===== config.mk =====
export PLATFORM = sky130hd
export DESIGN_NAME = icsh_minmax
export DESIGN_NICKNAME = d
export VERILOG_FILES = /design/src/design/icsh_pkg.sv /design/src/design/icsh_minmax.sv
export SDC_FILE = /design/constraint.sdc
export NUM_CORES = 1
export LEC_CHECK = 0
export BUFFER_PORTS_ARGS = -buffer_cell sky130_fd_sc_hd__buf_4
export CAP_MARGIN = 20
export CORE_UTILIZATION = 50
export DETAILED_ROUTE_END_ITERATION = 8
export PLACE_DENSITY = 0.82
export SLEW_MARGIN = 20
export SYNTH_ARGS = -nofsm -noshare
export SYNTH_HDL_FRONTEND = slang
export SYNTH_SLANG_ARGS = --single-unit

===== constraint.sdc =====
create_clock -name clk -period 2.1 [get_ports clk]
set_input_delay 0.105 -clock clk [delete_from_list [all_inputs] [get_ports clk]]
set_output_delay 0.105 -clock clk [all_outputs]
set_load 0.02 [all_outputs]

===== src/design/icsh_pkg.sv =====
// shared constants, types and command codes of the cell span histogram
package icsh_pkg;

  localparam int BIN_COUNT = 256;
  localparam int COUNT_WIDTH = 32;
  localparam int BIN_W = $clog2(BIN_COUNT);
  localparam int VAL_W = 8;
  localparam int CORNER_N = 8;
  localparam int CORNER_IDX_W = $clog2(CORNER_N);
  localparam int OUT_W = 32;
  // wide enough for any corner value and for the bin count itself
  localparam int CMP_W = ((BIN_W > VAL_W) ? BIN_W : VAL_W) + 1;
  localparam logic [CMP_W-1:0] BIN_LAST = CMP_W'(BIN_COUNT - 1);
  localparam logic [COUNT_WIDTH-1:0] COUNT_MAX = {COUNT_WIDTH{1'b1}};

  typedef enum logic [1:0] {
    CMD_CLEAR = 2'd0,
    CMD_ADD   = 2'd1,
    CMD_READ  = 2'd2,
    CMD_NONE  = 2'd3
  } cmd_t;

  typedef enum logic [2:0] {
    S_CLEAR,
    S_IDLE,
    S_MINMAX,
    S_WALK,
    S_READ,
    S_RDATA,
    S_OUT
  } state_t;

  typedef struct packed {
    logic             done;
    logic [VAL_W-1:0] lo;
    logic [VAL_W-1:0] hi;
  } mm_status_t;

endpackage


===== src/design/icsh_minmax.sv =====
// corner minimum and maximum, one corner per cycle through a shared compare pair
module icsh_minmax (
  input  logic                                          clk,
  input  logic                                          rst_n,
  input  logic                                          start,
  input  logic [icsh_pkg::CORNER_N-1:0][icsh_pkg::VAL_W-1:0] corners,
  output icsh_pkg::mm_status_t                          status
);

  logic                                                 busy_r, busy_nxt;
  logic                                                 done_r, done_nxt;
  logic [icsh_pkg::CORNER_IDX_W-1:0]                    cnt_r, cnt_nxt;
  logic [icsh_pkg::CORNER_N-1:0][icsh_pkg::VAL_W-1:0]   sr_r, sr_nxt;
  logic [icsh_pkg::VAL_W-1:0]                           lo_r, lo_nxt;
  logic [icsh_pkg::VAL_W-1:0]                           hi_r, hi_nxt;

  always_comb begin
    busy_nxt = busy_r;
    done_nxt = 1'b0;
    cnt_nxt  = cnt_r;
    sr_nxt   = sr_r;
    lo_nxt   = lo_r;
    hi_nxt   = hi_r;
    if (start) begin
      busy_nxt = 1'b1;
      cnt_nxt  = '0;
      sr_nxt   = corners;
      lo_nxt   = '1;
      hi_nxt   = '0;
    end else if (busy_r) begin
      if (sr_r[0] < lo_r) lo_nxt = sr_r[0];
      if (sr_r[0] > hi_r) hi_nxt = sr_r[0];
      // shift the next corner into the compare slot
      sr_nxt = {icsh_pkg::VAL_W'(0), sr_r[icsh_pkg::CORNER_N-1:1]};
      cnt_nxt = cnt_r + icsh_pkg::CORNER_IDX_W'(1);
      if (cnt_r == icsh_pkg::CORNER_IDX_W'(icsh_pkg::CORNER_N - 1)) begin
        busy_nxt = 1'b0;
        done_nxt = 1'b1;
      end
    end
  end

  always_ff @(posedge clk) begin
    if (!rst_n) begin
      busy_r <= 1'b0;
      done_r <= 1'b0;
      cnt_r  <= '0;
    end else begin
      busy_r <= busy_nxt;
      done_r <= done_nxt;
      cnt_r  <= cnt_nxt;
    end
  end

  always_ff @(posedge clk) begin
    sr_r <= sr_nxt;
    lo_r <= lo_nxt;
    hi_r <= hi_nxt;
  end

  assign status.done = done_r;
  assign status.lo   = lo_r;
  assign status.hi   = hi_r;

endmodule


# Word-level counts from Yosys, hierarchy flattened
# Index checks and enable logic that the tools add are counted.
# word_totals
register_bits,85
inputBits,67
output_inout_bits,17
wordCells,30
# op_classes
n_addsub,1
magnitude_cmp,2
eq_ne,1
muxes,6
n_bitwise,2
reduce_logical,5
# ops
operator,n
$mux 64,2
$gt 8x8->1,1
$lt 8x8->1,1
$mux 1,4
$reduce_and 2->1,2
$add 3x1->3 const B,1
$eq 3x3->1 const B,1
$reduce_or 3->1,1
$not 1->1,2
$reduce_bool 2->1,1
$reduce_or 2->1,1

# Logic depth before layout (Yosys ltp)
# Gate-level depths: netlist (run 1).
# depth
word_depth,4
ltp_mapped,6
depth_no_buf,6

# Worst setup path after synthesis (run 1)
# No wires, ideal clock.
# synth_timing
path_type,input-to-reg
from,in start
to,reg sr_r[0] (netlist bit) (enable)
setup_ps,394
arrival_time_ps,1520
required_ps,1706
setup_slack_ps,186
path_stages,3
n_path_buf,2
path_cell_list,clkbuf_1 > clkbuf_1 > or2_2
# synth_between
elab_chain_len,1
# synth_lines
element,line_no,rtl
start: declaration,icsh_minmax.sv:5,"input logic start,"
$reduce_bool 2->1 (no line),n/a,
end signal: assignment,icsh_minmax.sv:56,sr_r <= sr_nxt;
end: declaration,icsh_minmax.sv:13,"logic [icsh_pkg::CORNER_N-1:0][icsh_pkg::VAL_W-1:0] sr_r, sr_nxt;"
# No other way between the ends.
# A chain may end at the register's enable or synchronous reset.

# Final worst setup path (run 1)
# layout_timing
from,reg sr_r[7] (netlist bit)
to,reg hi_r[3] (netlist bit)
# layout_between
elab_chain_len,2
# layout_lines
element,line_no,rtl
$gt 8x8->1,icsh_minmax.sv:32,if (sr_r[0] > hi_r) hi_nxt = sr_r[0];
$reduce_and 2->1 (no line),n/a,
end signal: assignment,icsh_minmax.sv:58,hi_r <= hi_nxt;
end: declaration,icsh_minmax.sv:15,"logic [icsh_pkg::VAL_W-1:0] hi_r, hi_nxt;"
# No other way between the ends.

==> results of run 1 <==
[through the flow]
step	utilization	setup WS (ns)	total power [uW]	hold WS, ns
floorplan	-	0.186	2480	0.223
global placement	0.631	0.240	2690	0.323
detailed placement	0.631	0.153	2720	0.329
CTS	0.657	0.149	3810	0.0319
global route	0.657	0.00337	3950	0.0311
finish	0.657	0.169	3770	0.0496
[power by group through the flow]
stage / sequential (uW) / combinational [uW] / clock, uW
floorplan: 2120 / 355 / 0
global placement: 2100 / 589 / 0
detailed placement: 2110 / 610 / 0
CTS: 2070 / 615 / 1130
global route: 2090 / 669 / 1190
finish: 2070 / 606 / 1100
[layout by cell type, fill, tap and decap left out, drive strengths merged, types with 11 or more instances in the layout]
| cell | Yosys | routed |
|---|---|---|
| buf | 7 | 89 |
| edfxtp | 64 | 64 |
| mux2 | 56 | 56 |
| nor2 | 21 | 21 |
| dfxtp | 21 | 21 |
| mux2i | 18 | 18 |
| nand2b | 17 | 17 |
| ha | 17 | 17 |
| inv | 16 | 16 |
| clkbuf | 6 | 11 |
[cell families after synthesis]
| kind of cell | after synthesis | share of synthesized area |
|---|---|---|
| AOI/OAI and AO/OA | 15 | 0.0304 |
| adders and majority gates | 17 | 0.0543 |
| buffers and inverters | 29 | 0.0307 |
| xor gates and xnor gates | 1 | 0.00224 |
| DFF | 85 | 0.598 |
| and+or+nand+nor | 57 | 0.0773 |
| muxes | 74 | 0.207 |
[per-layer routing]
metal | vias up | wire (um)
met5 | - | 0
met4 | 0 | 89
met3 | 10 | 403
met2 | 61 | 3450
met1 | 1154 | 2800
li1 | 1182 | -
[worst paths after layout]
| kind | from | endpoint | slack, ns |
|---|---|---|---|
| max | sr_r[7]$_DFFE_PP_ | hi_r[3]$_SDFFE_PP0P_ | 0.17 |
| min | corners[61] | sr_r[61]$_SDFFCE_PN0P_ | 0.05 |
| max reg2reg | sr_r[7]$_DFFE_PP_ | hi_r[3]$_SDFFE_PP0P_ | 0.17 |
| min reg2reg | hi_r[2]$_SDFFE_PP0P_ | hi_r[2]$_SDFFE_PP0P_ | 0.49 |
[worst max-delay path: stages (launching register included)]
cell and delay [ns]:
edfxtp_1 0.46, ha_1 0.36, a21o_2 0.21, a311oi_1 0.41
a211oi_4 0.20, mux2i_1 0.15
[sequential cells by signal, summed over array words and instances, names as in the netlist]
register / flops
sr_r: 64
hi_r: 8
lo_r: 8
cnt_r: 3
busy_r: 1
done_r: 1
[layout make-up]
class | count | area share
Clock inverter | 5 | 0.0105
Inverter | 16 | 0.0123
Multi-Input combinational cell | 164 | 0.299
Tap cell | 99 | 0.0255
Sequential cell | 85 | 0.481
Timing Repair Buffer | 90 | 0.145
Clock buffer | 11 | 0.0270
[Yosys cell counts, drive strengths merged]
cell,instances
ha,17
nor3b,1
nor2,21
mux2,56
dfxtp,21
a21o,2
nor2b,3
o2111ai,1
and4,1
a311oi,2
xnor2,1
o21ai,4
nand4,2
and2,8
a211oi,1
nand2b,17
buf,7
nor3,2
inv,16
mux2i,18
a21oi,2
or2,1
o31ai,1
nand2,1
edfxtp,64
o21a,2
clkbuf,6
[timing repair]
item | CTS | global route
hold endpoints to repair | 1 | 0
hold buffers | 1 | 0
endpoints found under the setup margin | 0 | 0
==> results.py, run 1 <==
metrics = {
    "outcome": {
        "run_status": "complete, no violations",
    },
    "finish": {
        "stdcell_count": 470,
        "ff_latch_area_um2": 2340,
        "nets": 450,
        "diodes": 0,
        "multi_input_area_um2": 1450,
        "synthToLayoutAreaGrowth_pct": 24.2,
        "design_area_um2": 4870,
        "drive_gt1_frac": 0.437,
        "fillers": 577,
    },
    "critical_path": {
        "rr_worst_depth": 5,
        "critPathArrivalTime_ns": 2.13,
        "crit_path_end_kind": "flip-flop",
        "crit_type": "reg2reg",
        "cp.required_ns": 2.30,
        "crit_fanout": 8,
        "worst_setup_path_start_kind": "flip-flop",
    },
    "detailed_routing": {
        "post_drt_via_cell_ratio": 5.12,
        "ant_nets": 0,
        "wl_per_cell_um": 14.3,
        "drt-total-wl_um": 6740,
        "drc_errors": 0,
        "dr.pass1.iters": 4,
        "drt_iter0_drc": 97,
        "vias": 2407,
    },
    "pwr": {
        "pwr-share-clk": 0.290,
        "powerDensity_nw_per_um2": 775,
        "internal-power_uw": 2880,
        "swShare": 0.237,
        "pwr-share-comb": 0.161,
        "p_leak_uw": 0.00200,
        "power.net_switching_uw": 895,
        "p_seq_frac": 0.549,
        "peakVddDrop_mv": 0.479,
    },
    "yosys": {
        "netlist.top_cell.by_area": "edfxtp_1",
        "synth_top_cell_area_share": 0.491,
        "synth_area_leaders": "edfxtp_1 (49%), mux2_2 (16%), dfxtp_1 (11%)",
        "syn_avg_cell_area_um2": 14.1,
        "synthDistinctLibCells": 30,
        "ys_seq_area_frac": 0.598,
        "synth_seq_cells": 85,
        "syn_inst": 278,
        "synth_area_um2": 3920,
        "ys_warn_count": 0,
        "synth_nets": 362,
    },
    "sta": {
        "period_share": 0.920,
        "setup-violations-final": 0,
        "drv_slew": 0,
        "final.setup.tns_ns": 0,
        "slew_headroom": 0.639,
        "fmax_ghz": 0.518,
        "tightest_slew_ns": 0.540,
        "rsz0062_at_grt": "no",
        "fin_crit_ns": 1.93,
        "hold_violations": 0,
        "clock-skew-final_ns": 0.00681,
    },
    "placed_design": {
        "dpl.hpwl_um": 4800,
        "port_buffers": 83,
        "postPlaceCellArea_um2": 4670,
        "dpl.cell_count": 453,
        "gp_congestion": 0.869,
    },
    "grt": {
        "grtUsageMet3": 0.0539,
        "grtUsageTotal": 0.173,
        "grt_antenna_before_repair": 0,
        "grt_pass1_vias": 2512,
        "grt_max_degree": 41,
        "grt_use_met1": 0.194,
        "use_met2": 0.301,
        "grt-busiest-layer": "met2",
        "overflow": 0,
        "grt_pass1_wl_um": 11000,
    },
    "clock_tree": {
        "numClockSinks": 85,
        "cts_buffers": 9,
        "cts_setup_buffers": 0,
        "cts_max_path_buffers": 2,
        "htreeDepth": 3,
        "clkLatencyLatePin_ns": 0.34,
        "clk_pin_slew_ns": 0.08,
        "post_cts_resized": 0,
        "cts_tree": "done",
        "cts-root-buf": "clkbuf_8",
    },
    "min_path": {
        "min_path_type": "in2reg",
        "worst_hold_path.num_cells": 2,
    },
    "die": {
        "io_pins": 84,
        "fp.dieW_um": 90.5,
        "die_h_um": 90.5,
        "fp-row-count": 31,
        "die_area_um2": 8190,
        "core_um2": 7410,
        "start_util": 0.529,
    },
    "run": {
        "maxCapViolCount": 0,
    },
}
Note: power is estimated with default switching activity, not from simulation.
==> inputs of run 2 (changes only) <==
--- a/config.mk
+++ b/config.mk
@@ -8,6 +8,7 @@
 export BUFFER_PORTS_ARGS = -buffer_cell sky130_fd_sc_hd__buf_4
 export CAP_MARGIN = 20
 export CORE_UTILIZATION = 50
+export CTS_CLUSTER_DIAMETER = 30
 export DETAILED_ROUTE_END_ITERATION = 8
 export PLACE_DENSITY = 0.82
 export SLEW_MARGIN = 20
==> constraint.sdc (replaced) <==
create_clock -name clk -period 2.1 [get_ports clk]
set_input_delay 0 -clock clk [delete_from_list [all_inputs] [get_ports clk]]
set_output_delay 0 -clock clk [all_outputs]
set_load 0.02 [all_outputs]
==> results.py, run 2 (synthesis gave the netlist of run 1 again) <==
metrics = {
    "finish": {
        "largest_reg_flops": 64,
        "layout_common_cells": "buf_4 (88), dlygate4sd3_1 (65), edfxtp_1 (64), mux2_2 (56)",
        "diodes": 0,
        "reg_top3": "sr_r (64), hi_r (8), lo_r (8)",
        "final_core_util": 0.744,
        "fillers": 480,
        "final_common_cell": "buf_4",
        "top_register": "sr_r",
        "stdcell_count": 534,
        "drive_gt1_frac": 0.382,
        "nets": 514,
        "synthToLayoutAreaGrowth_pct": 40.8,
    },
    "die": {
        "fp.dieW_um": 90.5,
        "fp-row-count": 31,
        "start_util": 0.529,
        "die_area_um2": 8190,
        "core_um2": 7410,
        "io_pins": 84,
        "die_h_um": 90.5,
    },
    "sta": {
        "clock-skew-final_ns": 0.00868,
        "hold_violations": 0,
        "setup-violations-final": 0,
        "final.setup.tns_ns": 0,
        "fin_crit_ns": 1.97,
        "drv_slew": 0,
        "fmax_ghz": 0.508,
        "tightest_slew_ns": 0.536,
        "slew_headroom": 0.642,
        "period_share": 0.938,
        "rsz0062_at_grt": "no",
        "layout_setup_ws_ns": 0.130,
    },
    "critical_path": {
        "rrSetupSlack_ns": 0.13,
        "critPathArrivalTime_ns": 2.24,
        "crit_type": "reg2reg",
        "cp.required_ns": 2.37,
        "rr_worst_depth": 5,
        "crit_path_top_delay_cell": "a211oi_4",
        "crit_cells": 5,
        "cp_num_buf_inv": 0,
        "r2r-end": "hi_r[5]$_SDFFE_PP0P_",
        "reg2reg_from": "sr_r[5]$_DFFE_PP_",
        "crit_path_end_kind": "flip-flop",
        "crit_fanout": 8,
        "critPathTopFamily": "compound AO/OA/AOI/OAI gates",
        "cpPeakStageDelay_ns": 0.55,
        "startpoint": "sr_r[5]$_DFFE_PP_",
        "worst_setup_path_start_kind": "flip-flop",
        "endpoint": "hi_r[5]$_SDFFE_PP0P_",
        "crit_chain": "ha_1, a21o_1, a311oi_2, a211oi_4, mux2i_1",
    },
    "pwr": {
        "powerDensity_nw_per_um2": 717,
        "peakVddDrop_mv": 0.604,
        "p_leak_uw": 0.00227,
    },
    "clock_tree": {
        "cts_max_path_buffers": 2,
        "cts_tree": "done",
        "numClockSinks": 85,
        "htreeDepth": 3,
        "cts-root-buf": "clkbuf_8",
        "cts_buffers": 9,
        "cts_setup_buffers": 0,
        "clk_pin_slew_ns": 0.09,
        "clkLatencyLatePin_ns": 0.35,
    },
    "placed_design": {
        "gp_congestion": 0.866,
        "port_buffers": 83,
        "dpl.cell_count": 453,
        "place_ws_ns": 0.158,
        "dpl.hpwl_um": 4740,
    },
    "detailed_routing": {
        "post_drt_via_cell_ratio": 4.97,
        "wl_per_cell_um": 14.7,
        "drc_errors": 0,
        "drt-total-wl_um": 7850,
        "drt_iter0_drc": 105,
        "vias": 2652,
        "dr.pass1.iters": 4,
        "ant_nets": 0,
    },
    "grt": {
        "grt_antenna_before_repair": 0,
        "grt_pass1_vias": 2790,
        "grtUsageTotal": 0.201,
        "grt_pass1_wl_um": 12900,
        "grt_max_degree": 46,
        "overflow": 0,
    },
    "outcome": {
        "run_status": "complete, no violations",
    },
    "min_path": {
        "min_path_type": "in2reg",
    },
    "run": {
        "maxCapViolCount": 0,
    },
}
run 2: cell types whose count changed in the layout (fill, tap and decap cells not counted), sizes merged:
cell and delta:
clkinvlp +1, clkbuf -2, clkinv -1, inv +2, dlygate4sd3 +64
run 2: repair_timing:
item                       4_1_cts  5_1_grt
setup endpoints to repair        0        2
hold endpoints to repair        69        0
hold buffers                    65        0
resized for setup                0        1
run 2: how the worst min path moves through the flow:
stage                                 endpoint   from  slack, ns  cells past startpoint
final                     lo_r[1]$_SDFFE_PP1P_  start       0.09                      3
after floorplan              busy_r$_SDFF_PN0_  rst_n       0.12                      1
after global placement       busy_r$_SDFF_PN0_  rst_n       0.22                      2
after global routing      lo_r[1]$_SDFFE_PP1P_  start       0.10                      3
after detailed placement     busy_r$_SDFF_PN0_  rst_n       0.23                      2
after CTS                 lo_r[1]$_SDFFE_PP1P_  start       0.08                      3
run 2: cell type report:
cell class / instances / area, um^2 / share of cell area
Sequential cell: 85 / 2340 / 0.425
Multi-Input combinational cell: 164 / 1460 / 0.265
Timing Repair Buffer: 154 / 1330 / 0.241
Clock buffer: 9 / 124 / 0.0225
Tap cell: 99 / 124 / 0.0225
Clock inverter: 7 / 72.6 / 0.0132
Inverter: 16 / 60.1 / 0.0109
run 2: metrics by stage:
stage          total power (uW)  instance area (um^2)  hold WS (ns)
2_1_floorplan              2480                  3920         0.118
3_3_place_gp               2680                  4660         0.218
3_5_place_dp               2720                  4660         0.230
4_1_cts                    3960                  5510        0.0797
5_1_grt                    4120                  5510         0.104
6_report                   3950                  5510        0.0862
run 2: routing by layer:
metal / routed length, um / GRT usage / share of wire
met4: 120 / 0.0766 / 0.015
met3: 344 / 0.0362 / 0.044
met2: 4210 / 0.364 / 0.54
met1: 3180 / 0.235 / 0.40
met5: 0 / 0 / 0
run 2: worst min-delay path: stages:
cell and delay (ns):
buf_4 0.20, nor2_1 0.11, mux2i_1 0.07
run 2: report_power, final:
group | switching (uW) | total, uW | internal [uW]
sequential | 76.4 | 2070 | 2000
combinational | 304 | 717 | 413
clock | 608 | 1160 | 554
total | 988 | 3950 | 2960
